--- src/rtl/core/mwpo_pkg.sv ---
// Shared types and codes for the multi-wave phase oscillator.
// Used by the register block, the controller, the datapath and the top level.
package mwpo_pkg;

	localparam int REG_IDX_W = 3;

	// Register indexes on the configuration port
	typedef enum logic [REG_IDX_W-1:0] {
		REG_OSC_ENABLED     = 3'd0,
		REG_WAVE_SELECT     = 3'd1,
		REG_PITCH_OFFSET    = 3'd2,
		REG_VOLUME          = 3'd3,
		REG_INV_SAMPLE_RATE = 3'd4
	} reg_idx_t;

	typedef enum logic [1:0] {
		ACT_TICK     = 2'd0,
		ACT_NOTE_ON  = 2'd1,
		ACT_NOTE_OFF = 2'd2
	} act_t;

	typedef enum logic [1:0] {
		WAVE_SAW      = 2'd0,
		WAVE_SQUARE   = 2'd1,
		WAVE_TRIANGLE = 2'd2,
		WAVE_SINE     = 2'd3
	} wave_t;

	// Datapath steps of one tick, in order
	typedef enum logic [3:0] {
		STEP_IDLE,
		STEP_OCT,
		STEP_SCALE,
		STEP_DIV,
		STEP_LOOK,
		STEP_FREQ,
		STEP_MLO,
		STEP_MHI,
		STEP_ACC,
		STEP_SHIFT,
		STEP_PHASE,
		STEP_SIDX,
		STEP_WAVE,
		STEP_GAIN
	} step_t;

	typedef struct packed {
		logic               osc_enabled;
		wave_t              wave_select;
		logic signed [12:0] pitch_offset;
		logic [15:0]        volume;
		logic [39:0]        inv_sample_rate;
	} cfg_t;

	localparam logic        RST_OSC_ENABLED = 1'b1;
	localparam wave_t       RST_WAVE_SELECT = WAVE_SAW;
	localparam logic [12:0] RST_PITCH_OFFSET = 13'd0;
	localparam logic [15:0] RST_VOLUME = 16'd52429;
	localparam logic [39:0] RST_INV_SAMPLE_RATE = 40'd0;

	typedef struct packed {
		logic  note_on;
		logic  note_off;
		logic  load_out;
		step_t step;
	} cmd_t;

	typedef struct packed {
		logic inv_zero;
		logic out_free;
	} sts_t;

endpackage

--- src/rtl/core/mwpo_ctrl.sv ---
// Controller of the oscillator: input handshake and the step sequence of a tick.
// Depends on mwpo_pkg for the action codes and the command and status structs.
module mwpo_ctrl (
	input  logic           clk,
	input  logic           arst_n,
	input  logic           in_valid,
	input  logic [1:0]     action,
	input  mwpo_pkg::sts_t sts,
	output logic           in_stall,
	output mwpo_pkg::cmd_t cmd
);
	import mwpo_pkg::*;

	typedef enum logic [1:0] {
		ST_IDLE,
		ST_RUN,
		ST_OUT
	} state_t;

	state_t state_q;
	step_t  step_q;
	logic   accept;

	assign in_stall = (state_q != ST_IDLE);
	assign accept = in_valid && (state_q == ST_IDLE);

	always_comb begin
		cmd.note_on = accept && (action == ACT_NOTE_ON);
		cmd.note_off = accept && (action == ACT_NOTE_OFF);
		cmd.load_out = (state_q == ST_OUT) && sts.out_free;
		cmd.step = step_q;
	end

	always_ff @(posedge clk or negedge arst_n) begin
		if (!arst_n) begin
			state_q <= ST_IDLE;
			step_q <= STEP_IDLE;
		end else begin
			case (state_q)
				ST_IDLE: begin
					// a tick before the sample rate is known is dropped
					if (accept && (action == ACT_TICK) && !sts.inv_zero) begin
						state_q <= ST_RUN;
						step_q <= STEP_OCT;
					end
				end
				ST_RUN: begin
					case (step_q)
						STEP_OCT: step_q <= STEP_SCALE;
						STEP_SCALE: step_q <= STEP_DIV;
						STEP_DIV: step_q <= STEP_LOOK;
						STEP_LOOK: step_q <= STEP_FREQ;
						STEP_FREQ: step_q <= STEP_MLO;
						STEP_MLO: step_q <= STEP_MHI;
						STEP_MHI: step_q <= STEP_ACC;
						STEP_ACC: step_q <= STEP_SHIFT;
						STEP_SHIFT: step_q <= STEP_PHASE;
						STEP_PHASE: step_q <= STEP_SIDX;
						STEP_SIDX: step_q <= STEP_WAVE;
						STEP_WAVE: step_q <= STEP_GAIN;
						STEP_GAIN: begin
							step_q <= STEP_IDLE;
							state_q <= ST_OUT;
						end
						default: begin
							step_q <= STEP_IDLE;
							state_q <= ST_IDLE;
						end
					endcase
				end
				ST_OUT: begin
					if (sts.out_free) begin
						state_q <= ST_IDLE;
					end
				end
				default: begin
					state_q <= ST_IDLE;
					step_q <= STEP_IDLE;
				end
			endcase
		end
	end

endmodule

--- config.mk ---
export PLATFORM = sky130hd
export DESIGN_NAME = mwpo_ctrl
export DESIGN_NICKNAME = d
export VERILOG_FILES = /design/src/rtl/core/mwpo_pkg.sv /design/src/rtl/core/mwpo_ctrl.sv
export SDC_FILE = /design/constraint.sdc
export NUM_CORES = 1
export LEC_CHECK = 0
export BUFFER_PORTS_ARGS = -buffer_cell sky130_fd_sc_hd__clkbuf_2
export CAP_MARGIN = 25
export CORE_AREA = 2 2 39 41
export DETAILED_ROUTE_END_ITERATION = 7
export DIE_AREA = 0 0 41 43
export HOLD_SLACK_MARGIN = 0.06
export PLACE_DENSITY_LB_ADDON = 0.12
export SLEW_MARGIN = 10
export SYNTH_ARGS = -nofsm -noshare
export SYNTH_HDL_FRONTEND = slang
export SYNTH_SLANG_ARGS = --single-unit
--- constraint.sdc ---
create_clock -name clk -period 1.2 [get_ports clk]
set_input_delay 0.24 -clock clk [delete_from_list [all_inputs] [get_ports clk]]
set_output_delay 0.24 -clock clk [all_outputs]
set_load 0.01 [all_outputs]
======== Yosys cells after proc, flatten, opt, wreduce, memory -nomap -nowiden ========
Index checks and enable logic that the tools add are counted.
storage, ports and cells
  input port bits ......................... 7
  bits in latches ......................... 0
  output and inout bits ................... 8
  logic and storage cells ................. 43
  memory bits (writable) .................. 0
  memories kept ........................... 0
  register bits ........................... 6
  memory bits (read-only) ................. 0
cells by class
  shift-type cells ........................ 0
  mux-type cells .......................... 7
  add/subtract/negate cells ............... 0
  $mul .................................... 0
  div/mod/pow operators ................... 0
  bitwise gates (word level) .............. 1
  magnitude comparators ................... 0
  reductions and logical operators ........ 13
  eq/ne operators ......................... 20
operator list
  cell                                                              number
  4-bit one-hot mux with 12 select lines                            1
  4-bit == test (second input constant)                             6
  4-bit by 3-bit == test with 1-bit output (second input constant)  4
  4-bit one-hot mux with 3 select lines                             1
  12-bit OR reduction                                               1
  4-bit by 2-bit == test with 1-bit output (second input constant)  2
  1-bit logical AND                                                 6
  2-bit one-hot mux with 3 select lines                             1
  2-bit by 1-bit == test with 1-bit output (second input constant)  2
  2-bit == test (second input constant)                             2
  4-bit by 1-bit == test with 1-bit output (second input constant)  1
  2-bit zero test                                                   2
  2-bit two-way mux                                                 2
  4-bit two-way mux                                                 1
  2-bit != test (second input constant)                             2
  2-bit one-hot mux with 2 select lines                             1
  3-bit AND reduction                                               1
  2-bit by 1-bit != test with 1-bit output (second input constant)  1
  2-bit AND reduction                                               1
  2-bit nonzero test                                                1
  1-bit zero test                                                   1
  1-bit inverter                                                    1

======== Logic depth before layout (Yosys ltp) ========
  depth after elaboration ................. 6
  gate-level depth with buffers ........... 4

======== Worst setup path after synthesis ========
Ideal clock, no wire load.
  path kind ............................... register to register
  from .................................... register step_q[0]
  to ...................................... register state_q[0]
  path slack .............................. -0.114 ns
  arrival time ............................ 1.195 ns
  cell stages (with the launch flop) ...... 5
  cells stage by stage .................... dfrtp_1 -> buf_6 -> or4_4 -> o211ai_2 -> nand2_1
on the way
  word-level cells in the longest chain between the ends .. 4
RTL lines
  element                                RTL line         text
  from (decl)                            mwpo_ctrl.sv:21  step_t step_q;
  from (signal assigned)                 mwpo_ctrl.sv:37  step_q <= STEP_IDLE;
  from (signal assigned)                 mwpo_ctrl.sv:44  step_q <= STEP_OCT;
  from (signal assigned)                 mwpo_ctrl.sv:49  STEP_OCT: step_q <= STEP_SCALE;
  4-bit == test (tied with other cells)  mwpo_ctrl.sv:48  case (step_q)
  12-bit OR reduction (no line) *        --
  2-bit != test (no line) *              --
  3-bit AND reduction (no line) *        --
  to (signal assigned)                   mwpo_ctrl.sv:43  state_q <= ST_RUN;
  to (signal assigned)                   mwpo_ctrl.sv:63  state_q <= ST_OUT;
  to (signal assigned)                   mwpo_ctrl.sv:67  state_q <= ST_IDLE;
  to (decl)                              mwpo_ctrl.sv:20  state_t state_q;
Every way passes the cells marked *; elsewhere a longest branch is shown, timed or not.
A chain may end at the register's enable or synchronous reset.

==> impl_results.md <==
* Status: finished with violations
* Failing checks: setup timing
* CP Launch Type: flop
* ANT cells at 0
* Comb pwr share at 58.5%
* Post-synth EDFFs at 0
* Nets@finish at 88
* Iteration count of the initial detailed-routing pass at 4
* Final instance count without filler cells at 95
* Unrepaired setup endpoints after global routing: yes
* Hold Path Sink: state_q[1]$_DFFE_PN0P_
* Clock Skews at 0.00122 ns
* Synth Area in Adders at 0%
* Clk buf depth at 2
* Worst setup margin at -0.151 ns
* Yosys top cell area share at 33.8%
* Final setup vio count at 4
* Design Area, Final at 649 sq um
* Crit Path Max Fanout at 3
* Gr usage total at 14.7%
* Simple-gate area share of the yosys netlist at 43.1%
* Clock Latency Late Sink at 0.24 ns
* Fin. Hold Viols at 0
* Pwr dens at 1870 nW/um^2
* Max Cap Violations at 0
* Clock buffer count from CTS at 3
* CP endpoint kind: primary output
* Final Max Tran Viols at 0
* Top-count cell post-synth: dfrtp_1
* Synth async-reset ratio at 100%
* HP Class: input port to flop
* Post-synth top area cell: dfrtp_1
* P_sw at 461 uW
* Primary FF master, synth: dfrtp_1
* Fin Setup TNS at -0.466 ns
* Worst setup startpoint: state_q[1]$_DFFE_PN0P_
* Port Buffer Count at 14
* Power share of the sequential group at 26.1%
* Main combinational cell family by area after synthesis: simple AND/OR/NAND/NOR gates
* FF+latch count, synth at 6
* Via count at 479
* Core ar. at 1380 sq um
* P_int at 756 uW
* Worst-path clk slew at 0.05 ns
* Average wire per standard cell at 11.6 um
* Syn_nets at 61
* H-Tree Level Count at 1
* Top cells by count, synth: dfrtp_1 (6), nand3_1 (5), nor2_1 (5), nor2b_1 (5), o211ai_1 (4)
* Initial antenna violation count at 0
* Mux contribution to synthesized area at 0%
* Seq/Total Area, Yosys at 33.8%
* Residual DRC at 0
* Peak supply drop at 0.000666 V
* CTS tree: done
* Syn avg cell area at 8.23 sq um
* Area contributors post-synth: dfrtp_1 (34%), nor2b_1 (7.0%), o211ai_1 (6.8%)
* Share of post-route cells with drive strength above 1 at 44.3%
* Worst-margin pin slew at 0.180 ns
* Initial core utilization at 32.1%
* Area delta synth->final at 46.2%
* Compound-Gate Fraction of Synth Area at 15.2%
* Slew HR at 88.0%
* Reg2Reg Depth at 3
* Required @ worst endpoint at 0.96 ns
* Clock power frac at 15.4%
* Root buffer cell: clkbuf_4
* I/O pins at 15
* Synth warn at 0
* Dpl cell area at 589 sq um
* Die height at 43 um
* First-pass GRT wire length at 1.73 mm
* Post-synthesis xor/xnor area fraction at 0%
* Worst R2R Start: step_q[2]$_DFFE_PN0P_
* LEAKAGE at 0.332 nW
* Netlist cell types at 25
* Post-layout min period at 1.35 ns
* Fmax at 740 MHz
* Switching Fraction at 37.9%
* Final Cycle Share at 113%
* Worst Path Arrival at 1.11 ns
* Post-Route WL at 1.10 mm
* Worst reg2reg path endpoint: state_q[0]$_DFFE_PN0P_
* Initial drt markers at 6
* DP HPWL at 838 um
* Row Count at 14
* Largest net degree at the start of global routing at 12
* Pre-CTS setup slack at -0.0371 ns
* Hold depth at 2
* Cell Area, Synth at 444 sq um
* R2R Setup Slk at 0.03 ns
* Crit Path Category: flop to primary output
* Final ANT Viol Nets at 0
* Clk sinks at 6
* Total grt overflow at 0
* Dpl cells at 90
* Die area at 1760 sq um
* GP Congestion at 0.673
* Vias in the first global route at 435
* Via density at 5.04
* Mapped Cells at 54
* Core Util, Final at 46.9%
* Die W at 41 um
* Worst Hold Launch: sts[0]
[registers in the layout (all words and copies together), names as in the netlist]
signal,flops
state_q,2
step_q,4
[cells in the final DEF, fill, tap and decap left out, types with 2 or more instances in the layout]
cell       n
buf_4      9
nor2b_1    5
o211ai_1   4
dfrtp_1    6
buf_2      2
nand3_1    5
nand2b_1   3
o21ai_0    2
nor2_1     4
nand4_1    2
buf_6      4
nand2_1    2
clkbuf_2  11
nor2_2     2
clkbuf_4   3
o21ai_1    2
[per-layer routing]
metal,up-vias,part of all wire (%),track usage (%)
li1,246,-,-
met1,216,43,15.6
met2,15,52,24.1
met3,2,3.5,3.14
met4,0,0.55,10.0
met5,-,0,0
[metrics by stage]
step / power (mW) / hold slack (ns)
floorplan: 0.786 / -0.0556
global placement: 0.974 / 0.0788
detailed placement: 0.972 / 0.0794
CTS: 1.20 / 0.191
global route: 1.31 / 0.202
finish: 1.22 / 0.194
[repair_timing]
item | CTS | global route
gates resized for setup | 2 | 7
endpoints found under the setup margin | 4 | 8
pin swaps | 2 | 3
hold buffers | 1 | 0
endpoints found under the hold margin | 6 | 0
buffers inserted | 1 | 0
[how the worst max path moves through the flow]
stage / end
after detailed placement: step_q[3]$_DFFE_PN0P_
after floorplan: state_q[0]$_DFFE_PN0P_
after global routing: cmd[6]
after global placement: step_q[3]$_DFFE_PN0P_
final: cmd[6]
after CTS: cmd[6]
[cells by family after synthesis]
group / after synthesis
DFF: 6
buffers and inverters: 7
and+or+nand+nor: 31
AOI/OAI and AO/OA: 10
[layout make-up]
cell class,count,area (sq um)
Tap cell,16,20.0
Sequential cell,6,150
Multi-Input combinational cell,41,262
Timing Repair Buffer,27,188
Inverter,2,7.51
Fill cell,139,734
Clock buffer,3,22.5
[power by group through the flow]
stage | clock network, mW | registers, mW | logic (mW)
2_1_floorplan | 0 | 0.341 | 0.445
3_3_place_gp | 0 | 0.316 | 0.658
3_5_place_dp | 0 | 0.315 | 0.658
4_1_cts | 0.197 | 0.312 | 0.688
5_1_grt | 0.210 | 0.322 | 0.780
6_report | 0.187 | 0.318 | 0.712
[critical path, stage by stage, from the launching register on]
cell	delay [ns]
dfrtp_1	0.40
nor2_2	0.16
and4b_1	0.19
buf_2	0.12
Power figures use the tool's default switching activity.
