===== config.mk =====
export PLATFORM = sky130hd
export DESIGN_NAME = mwpo_cfg
export DESIGN_NICKNAME = d
export VERILOG_FILES = /design/src/rtl/core/mwpo_pkg.sv /design/src/rtl/core/mwpo_cfg.sv
export SDC_FILE = /design/constraint.sdc
export NUM_CORES = 1
export LEC_CHECK = 0
export ABC_AREA = 1
export BUFFER_PORTS_ARGS = -buffer_cell sky130_fd_sc_hd__buf_2
export CELL_PAD_IN_SITES_DETAIL_PLACEMENT = 0
export CELL_PAD_IN_SITES_GLOBAL_PLACEMENT = 1
export CORE_MARGIN = 3
export CORE_UTILIZATION = 31
export DETAILED_ROUTE_END_ITERATION = 12
export GPL_TIMING_DRIVEN = 0
export PLACE_DENSITY_LB_ADDON = 0.1
export RECOVER_POWER = 25
export SYNTH_ARGS = -nofsm -noshare
export SYNTH_HDL_FRONTEND = slang
export SYNTH_SLANG_ARGS = --single-unit

===== constraint.sdc =====
create_clock -name clk -period 0.8 [get_ports clk]
set_input_delay 0.16 -clock clk [delete_from_list [all_inputs] [get_ports clk]]
set_output_delay 0.16 -clock clk [all_outputs]
set_load 0.02 [all_outputs]

===== src/rtl/core/mwpo_pkg.sv =====
// Shared types and codes for the multi-wave phase oscillator.
// Used by the register block, the controller, the datapath and the top level.
package mwpo_pkg;

	localparam int REG_IDX_W = 3;

	// Register indexes on the configuration port
	typedef enum logic [REG_IDX_W-1:0] {
		REG_OSC_ENABLED     = 3'd0,
		REG_WAVE_SELECT     = 3'd1,
		REG_PITCH_OFFSET    = 3'd2,
		REG_VOLUME          = 3'd3,
		REG_INV_SAMPLE_RATE = 3'd4
	} reg_idx_t;

	typedef enum logic [1:0] {
		ACT_TICK     = 2'd0,
		ACT_NOTE_ON  = 2'd1,
		ACT_NOTE_OFF = 2'd2
	} act_t;

	typedef enum logic [1:0] {
		WAVE_SAW      = 2'd0,
		WAVE_SQUARE   = 2'd1,
		WAVE_TRIANGLE = 2'd2,
		WAVE_SINE     = 2'd3
	} wave_t;

	// Datapath steps of one tick, in order
	typedef enum logic [3:0] {
		STEP_IDLE,
		STEP_OCT,
		STEP_SCALE,
		STEP_DIV,
		STEP_LOOK,
		STEP_FREQ,
		STEP_MLO,
		STEP_MHI,
		STEP_ACC,
		STEP_SHIFT,
		STEP_PHASE,
		STEP_SIDX,
		STEP_WAVE,
		STEP_GAIN
	} step_t;

	typedef struct packed {
		logic               osc_enabled;
		wave_t              wave_select;
		logic signed [12:0] pitch_offset;
		logic [15:0]        volume;
		logic [39:0]        inv_sample_rate;
	} cfg_t;

	localparam logic        RST_OSC_ENABLED = 1'b1;
	localparam wave_t       RST_WAVE_SELECT = WAVE_SAW;
	localparam logic [12:0] RST_PITCH_OFFSET = 13'd0;
	localparam logic [15:0] RST_VOLUME = 16'd52429;
	localparam logic [39:0] RST_INV_SAMPLE_RATE = 40'd0;

	typedef struct packed {
		logic  note_on;
		logic  note_off;
		logic  load_out;
		step_t step;
	} cmd_t;

	typedef struct packed {
		logic inv_zero;
		logic out_free;
	} sts_t;

endpackage


===== src/rtl/core/mwpo_cfg.sv =====
// Configuration register file of the oscillator.
// Depends on mwpo_pkg for the register indexes and the cfg_t layout.
module mwpo_cfg (
	input  logic                             clk,
	input  logic                             arst_n,
	input  logic                             cfg_valid,
	input  logic [mwpo_pkg::REG_IDX_W-1:0]   cfg_index,
	input  logic [39:0]                      cfg_data,
	output logic                             cfg_ready,
	output mwpo_pkg::cfg_t                   cfg,
	output logic                             inv_zero
);
	import mwpo_pkg::*;

	cfg_t cfg_q;

	assign cfg_ready = 1'b1;
	assign cfg = cfg_q;
	assign inv_zero = (cfg_q.inv_sample_rate == 40'd0);

	always_ff @(posedge clk or negedge arst_n) begin
		if (!arst_n) begin
			cfg_q.osc_enabled <= RST_OSC_ENABLED;
			cfg_q.wave_select <= RST_WAVE_SELECT;
			cfg_q.pitch_offset <= $signed(RST_PITCH_OFFSET);
			cfg_q.volume <= RST_VOLUME;
			cfg_q.inv_sample_rate <= RST_INV_SAMPLE_RATE;
		end else if (cfg_valid && cfg_ready) begin
			case (cfg_index)
				REG_OSC_ENABLED: cfg_q.osc_enabled <= cfg_data[0];
				REG_WAVE_SELECT: cfg_q.wave_select <= wave_t'(cfg_data[1:0]);
				REG_PITCH_OFFSET: cfg_q.pitch_offset <= $signed(cfg_data[12:0]);
				REG_VOLUME: cfg_q.volume <= cfg_data[15:0];
				REG_INV_SAMPLE_RATE: cfg_q.inv_sample_rate <= cfg_data;
				default: ;
			endcase
		end
	end

endmodule


Yosys cells after proc, flatten, opt, wreduce, memory -nomap -nowiden
Index checks and enable logic that the tools add are counted.
W data, S select, Z words.
{"block": "word_totals", "regBits": 72, "latch_bits": 0, "ram_bits": 0, "mem_bits_ro": 0, "in_bits": 46, "out_inout_bits": 74, "mem_count": 0}
{"block": "classes", "n_addsub": 0, "n_mul": 0, "n_div": 0, "order_cmp": 0, "n_eq_ne": 4, "shift": 0, "muxes": 0, "bitwise": 0, "reduce_logical": 7}
{"op": "$logic_not A40 Y1", "count": 1}
{"op": "$reduce_and A2 Y1", "count": 5}
{"op": "$eq A3 B2 Y1 const B", "count": 2}
{"op": "$eq A3 B1 Y1 const B", "count": 1}
{"op": "$eq A3 B3 Y1 const B", "count": 1}
{"op": "$logic_not A3 Y1", "count": 1}

Longest topological paths before layout
Gate-level depths: netlist of run 1.
{"block": "logic_depth", "ltp_word": 2, "ltp_mapped": 6}

Least setup slack after synthesis of run 1
OpenSTA, ideal clock, no wires.
{"block": "synth_timing", "kind": "register to output", "startpoint": "register cfg_q, in the netlist cfg[19]", "endpoint": "output inv_zero", "arrival_time_ns": 1.067, "path_slack_ns": -0.427, "stages_incl_launch_ff": 6, "path_cell_list": "dfrtp_1 -> nor2_1 -> nand2_1 -> nor2_1 -> nand3_1 -> nor2_1"}
{"block": "synth_between", "elab_chain_cells": 1}
{"element": "start: declaration", "line_no": "mwpo_cfg.sv:15", "source": "cfg_t cfg_q;"}
{"element": "$logic_not A40 Y1", "line_no": "mwpo_cfg.sv:19", "source": "assign inv_zero = (cfg_q.inv_sample_rate == 40'd0);"}
{"element": "end: declaration", "line_no": "mwpo_cfg.sv:11", "source": "output logic inv_zero"}
Every way passes these cells.

Worst setup path in the final report of run 1
{"block": "layout_timing", "startpoint": "register cfg_q, in the netlist cfg[9]", "endpoint": "output inv_zero"}
Same word-level chain as after synthesis.

==> impl_metrics.json, run 1 <==
{
  "critPathSlowestCell": "dfrtp_2",
  "grt.total_usage": 0.153,
  "synth-compound-area-share": 0.125,
  "status": "complete, but fails checks",
  "violations": "negative hold slack, negative setup slack",
  "critPathArrivalTime_ps": 1390,
  "ys_seq_elements": 72,
  "first_iter_violations": 69,
  "yosys.area.top_type": "dfrtp_1",
  "cts_tree": "built",
  "diodes": 0,
  "core.rowCount": 34,
  "post-route-util": 0.522,
  "synth_xor_area_frac": 0,
  "synth_area_per_cell_um2": 9.12,
  "min_path_type": "in -> async",
  "first_pass_iters": 4,
  "final.setup.tns_ps": -20340,
  "cts.reportedPaths.clkPinSlew_ps": 80,
  "critPathMaxFanout": 3,
  "synth_area_leaders": "dfrtp_1, o21ai_0, nand2_1, dfstp_2, inv_1",
  "synth.area.mux_share": 0,
  "start_util": 0.325,
  "ys_warn_count": 0,
  "cts_num_sinks": 72,
  "routed_wl_um": 8200,
  "area_growth_pct": 60.5,
  "fin_hold_ws_ps": -58.8,
  "grt.overflow.total": 0,
  "critPathBufInv": 1,
  "rr_startpoint": "cfg[41]$_DFFE_PN0P_",
  "core_um2": 8890,
  "drv_slew": 0,
  "numCtsBuffers": 9,
  "cp-startpoint": "cfg[9]$_DFFE_PN0P_",
  "slowest_delay_ps": 420,
  "fp.dieH_um": 103,
  "antenna_left": 0,
  "synth_fa_ha_area_frac": 0,
  "largest_reg_flops": 72,
  "ios": 120,
  "cap_violations": 0,
  "cts.path.max_buffers": 2,
  "vias": 2624,
  "relSlewSlack": 0.391,
  "viasPerCell": 4.42,
  "final_nets": 527,
  "fmax_mhz": 646,
  "drive_gt1_frac": 0.438,
  "hold_violations": 31,
  "cp.required_ps": 640,
  "numPlacedInstances": 544,
  "clock_latency_ps": 330,
  "synth_top_family_by_area": "simple AND/OR/NAND/NOR gates",
  "p_leak_nw": 2.45,
  "routedWlPerCell_um": 13.8,
  "finalCriticalPeriod_ps": 1550,
  "powerDensity_nw_per_um2": 2540,
  "antenna_found_initial": 0,
  "endpoint_kind": "primary output",
  "vdd.ir_drop.worst_mv": 1.00,
  "syn_area_um2": 2890,
  "cts-htree-levels": 3,
  "final-setup-viol-count": 78,
  "synth_cell_types": 19,
  "synthCells": 317,
  "gp_congestion": 0.729,
  "drcViolationCount": 0,
  "worst_pin_slew_ps": 914,
  "crit_type": "reg -> out",
  "finalClockSkew_ps": 0,
  "dp_hpwl_um": 5650,
  "cp_cell_sequence": "nor2_1 > nand2_1 > nor2_2 > nand3_2 > nor2_4 > buf_6",
  "die_w_um": 103,
  "crit_path_start_kind": "flop",
  "synth.top_cell.area_share": 0.537,
  "rsz0062_at_grt": "true",
  "instances_no_fill": 594,
  "cts-root-buf": "clkbuf_8",
  "grt_pass1_wl_um": 12600,
  "die-area_um2": 10500,
  "crit_family": "simple AND/OR/NAND/NOR gates",
  "port_buffers": 118,
  "seq_area_frac_synth": 0.627,
  "grt_pass1_vias": 2520,
  "layout_setup_ws_ps": -747,
  "period_share": 1.93,
  "synthSimpleGateAreaFrac": 0.167,
  "synthesis.nets": 363,
  "grt_max_degree": 39
}
-- metrics by stage --
stage	worst slack, ps	power (W)	hold slack, ps	cell area [um2]
after floorplan	-320	0.00654	-136	2970
after global placement	-1050	0.00769	395	3700
after detailed placement	-507	0.00774	143	3720
after CTS	-789	0.0114	-230	4320
after global routing	-859	0.0124	-0.486	4640
final	-747	0.0118	-58.8	4640
-- worst paths after layout --
path / to / slack, ps / cells past startpoint
worst max-delay path: inv_zero / -750 / 6
worst min-delay path: cfg[60]$_DFFE_PN0P_ / -60 / 1
worst max register to register: cfg[41]$_DFFE_PN0P_ / -50 / 4
worst min register to register: cfg[50]$_DFFE_PN1P_ / 480 / 2
max in group asynchronous: cfg[55]$_DFFE_PN1P_ / 70 / 2
min in group clk: cfg[54]$_DFFE_PN1P_ / 50 / 3
-- power by group --
part	total (W)	switching (W)	internal, W
Combinational	0.00395	0.00196	0.00200
Sequential	0.00495	0.000549	0.00440
Clock	0.00288	0.00135	0.00152
Total	0.0118	0.00386	0.00792
-- cells in the mapped netlist --
cell type and n:
nand3b_1 1, o21ai_0 64, nand3b_4 1, nor2_2 1, clkbuf_2 4, clkbuf_1 2
dfstp_2 10, nand3_1 1, inv_1 41, buf_2 6, buf_6 1, nor2_1 26
dfrtp_1 62, nand2_1 84, conb_1 1, buf_4 1, o21ai_1 8, nor2_4 1
nand3_2 2
-- placed cells by master (no fill, tap or decap) --
master / netlist / final
nand3b_1: 1 / 1
o21ai_2: 0 / 1
buf_4: 1 / 24
nand3b_4: 1 / 1
dfstp_2: 10 / 10
nor2_1: 26 / 22
buf_2: 6 / 65
dfrtp_1: 62 / 57
clkbuf_8: 0 / 11
clkbuf_16: 0 / 2
inv_1: 41 / 40
clkinvlp_4: 0 / 1
clkinv_2: 0 / 2
nand2_1: 84 / 80
clkbuf_2: 4 / 1
o21ai_0: 64 / 32
nor2_2: 1 / 3
clkbuf_1: 2 / 1
nand3_2: 2 / 1
buf_8: 0 / 3
clkinv_4: 0 / 1
bufinv_16: 0 / 1
buf_6: 1 / 69
inv_8: 0 / 1
buf_12: 0 / 1
o21ai_1: 8 / 39
clkbuf_4: 0 / 1
nand2_2: 0 / 4
nor2_4: 1 / 3
conb_1: 1 / 1
nand3_4: 0 / 2
dfrtp_2: 0 / 5
-- logic make-up (layout without fill, tap and decap cells) --
logic type             Yosys count  in the layout
AND/OR/NAND/NOR                117            117
AO/OA/AOI/OAI                   72             72
flip-flops                      72             72
buffers and inverters           55            224
other                            1              1
-- layout make-up --
cell class / instances / area (um2)
fillers: 870 / 4250
flip-flops and latches: 72 / 1820
repair buffers: 153 / 1300
multi-input cells: 190 / 901
inverters: 41 / 161
clock buffers: 11 / 141
well taps: 108 / 135
plain buffers: 14 / 128
clock inverters: 5 / 56.3
-- per-layer routing --
metal,share of wire,vias to the layer above,global-route usage
li1,-,1314,-
met1,0.45,1233,0.205
met2,0.48,72,0.245
met3,0.057,5,0.0345
met4,0.0060,0,0.0515
met5,0,-,0
-- what timing repair did --
item | in CTS | in global routing
buffers inserted | 14 | 21
hold endpoints to repair | 31 | 31
gates cloned | 0 | 2
resized for setup | 94 | 60
pin swaps | 4 | 8
setup endpoints to repair | 86 | 105
(Power assumes the default switching activity.)
==> inputs of run 2 (changes only) <==
Settings changed: PLACE_DENSITY set to 0.76, PLACE_DENSITY_LB_ADDON 0.1 to unset.
==> run 2 against run 1 <==
Net effect:
- the run ends with negative setup slack left
- cell count shrank 1.0%
- critical endpoint unchanged
- hold slack improved by 110 ps
- via count decreased by 0.30%
- sequential power rose by 1%
- combinational power fell by 4%
- largest cell class unchanged
- core utilization is 1.6 points lower
==> impl_metrics.json, run 2 (synthesis gave the netlist of run 1 again) <==
{
  "status": "complete, but fails checks",
  "violations": "negative setup slack",
  "hold_violations": 0,
  "die_w_um": 103,
  "clock_latency_ps": 340,
  "vdd.ir_drop.worst_mv": 0.979,
  "viasPerCell": 4.45,
  "crit_path_start_kind": "flop",
  "area_growth_pct": 55.5,
  "powerDensity_nw_per_um2": 2530,
  "port_buffers": 118,
  "cts_tree": "built",
  "layout_common_cells": "nand2_1, buf_6, buf_2",
  "power_frac_seq": 0.440,
  "cts.reportedPaths.clkPinSlew_ps": 70,
  "vias": 2616,
  "drv_slew": 0,
  "core_um2": 8890,
  "grt_max_degree": 73,
  "seqCellArea_um2": 1820,
  "antenna_found_initial": 0,
  "reg2reg_depth": 3,
  "gp_congestion": 0.755,
  "combPwrFrac": 0.334,
  "routedWlPerCell_um": 13.8,
  "grt_pass1_vias": 2525,
  "critPathBufInv": 1,
  "placed_area_um2": 3730,
  "min_path_type": "in -> reg",
  "routed_wl_um": 8140,
  "core.rowCount": 34,
  "cts-htree-levels": 3,
  "multi_input_area_um2": 897,
  "first_iter_violations": 76,
  "fillers": 859,
  "fp.dieH_um": 103,
  "r2r-end": "cfg[10]$_DFFE_PN0P_",
  "p_switching_w": 0.00375,
  "drcViolationCount": 0,
  "stdcell_area_um2": 4500,
  "cts.path.max_buffers": 2,
  "critPathSlowestCell": "dfrtp_1",
  "critPathMaxFanout": 2,
  "period_share": 1.96,
  "rr_startpoint": "cfg[10]$_DFFE_PN0P_",
  "switching_share": 0.330,
  "largest_reg_flops": 72,
  "die-area_um2": 10500,
  "layout_commonest_cell": "nand2_1",
  "dp_hpwl_um": 5580,
  "final.setup.tns_ps": -20430,
  "cap_violations": 0,
  "cp_common_cell": "nor2_2",
  "grt.total_usage": 0.157,
  "endpoint_kind": "primary output",
  "slowest_delay_ps": 400,
  "p_int_w": 0.00761,
  "final-setup-viol-count": 74,
  "cp.required_ps": 640,
  "layout_setup_ws_ps": -768,
  "finalClockSkew_ps": 0,
  "antenna_left": 0,
  "min_from": "cfg_data[15]",
  "grt_pass1_wl_um": 12600,
  "final_nets": 521,
  "crit_type": "reg -> out",
  "rsz0062_at_grt": "true",
  "ios": 120,
  "post-route-util": 0.506,
  "reg2reg_slack_ps": 10,
  "diodes": 0,
  "first_pass_iters": 4,
  "drive_gt1_frac": 0.417,
  "crit_family": "simple AND/OR/NAND/NOR gates",
  "numCtsBuffers": 9,
  "hold_depth": 3,
  "power_frac_clock": 0.226,
  "grt.overflow.total": 0,
  "hold-path-endpoint": "cfg[55]$_DFFE_PN1P_",
  "finalCriticalPeriod_ps": 1570,
  "cts_num_sinks": 72,
  "start_util": 0.325,
  "cts-root-buf": "clkbuf_8",
  "fmax_mhz": 638,
  "critPathArrivalTime_ps": 1410,
  "p_leak_nw": 2.37,
  "cp_cell_sequence": "nor2_2 > nand2_1 > nor2_2 > nand3_2 > nor2_4 > buf_6"
}
[run 2: changes by cell type in the layout (fill, tap and decap cells not counted), sizes merged]
cell | previous run | this run
buf | 162 | 154
bufinv | 1 | 0
clkbuf | 16 | 22
clkinv | 3 | 0
clkinvlp | 1 | 0
dlygate4sd3 | 0 | 1
[run 2: stage by stage]
| step | total power (W) | std cells | hold WS, ps | setup WS (ps) |
|---|---|---|---|---|
| after floorplan | 0.00654 | 317 | -136 | -320 |
| after global placement | 0.00768 | 543 | 398 | -985 |
| after detailed placement | 0.00775 | 544 | 212 | -533 |
| after CTS | 0.0111 | 576 | 33.2 | -816 |
| after global routing | 0.0121 | 588 | 55.4 | -870 |
| final | 0.0114 | 588 | 48.1 | -768 |
[run 2: timing repair]
action / 4_1_cts / 5_1_grt
pin swaps: 6 / 9
hold buffers: 1 / 0
hold endpoints to repair: 62 / 0
gates resized for setup: 84 / 53
buffers inserted: 15 / 13
setup endpoints to repair: 85 / 91
[run 2: routing by layer]
layer  GRT usage  part of all wire  up-vias
met5           0                 0        -
met4      0.0484             0.014        0
met3      0.0616             0.088       12
met2       0.245              0.47       89
met1       0.202              0.43     1219
li1            -                 -     1296
[run 2: power groups by stage]
| stage | combinational, W | sequential (W) | clock [W] |
|---|---|---|---|
| 2_1_floorplan | 0.000795 | 0.00575 | 0 |
| 3_3_place_gp | 0.00276 | 0.00492 | 0 |
| 3_5_place_dp | 0.00281 | 0.00494 | 0 |
| 4_1_cts | 0.00344 | 0.00496 | 0.00266 |
| 5_1_grt | 0.00414 | 0.00509 | 0.00284 |
| 6_report | 0.00380 | 0.00500 | 0.00256 |
[run 2: layout make-up]
class	count	area share
repair buffers	147	0.266
inverters	41	0.0359
flip-flops and latches	72	0.405
well taps	108	0.0301
clock buffers	16	0.0378
plain buffers	14	0.0262
multi-input cells	190	0.199
[run 2: how the worst max path moves through the flow]
stage                     cells past startpoint                 end                 from
after floorplan                               5            inv_zero  cfg[18]$_DFFE_PN0P_
final                                         6            inv_zero  cfg[10]$_DFFE_PN0P_
after detailed placement                      6            inv_zero  cfg[11]$_DFFE_PN0P_
after global routing                          6            inv_zero   cfg[5]$_DFFE_PN0P_
after CTS                                     6            inv_zero  cfg[10]$_DFFE_PN0P_
after global placement                        1  cfg[9]$_DFFE_PN0P_               arst_n
[run 2: worst min-delay path: cells and delay by family]
family	cells	cell delay, ps
AOI/OAI and AO/OA	1	60
buffers and inverters	2	160
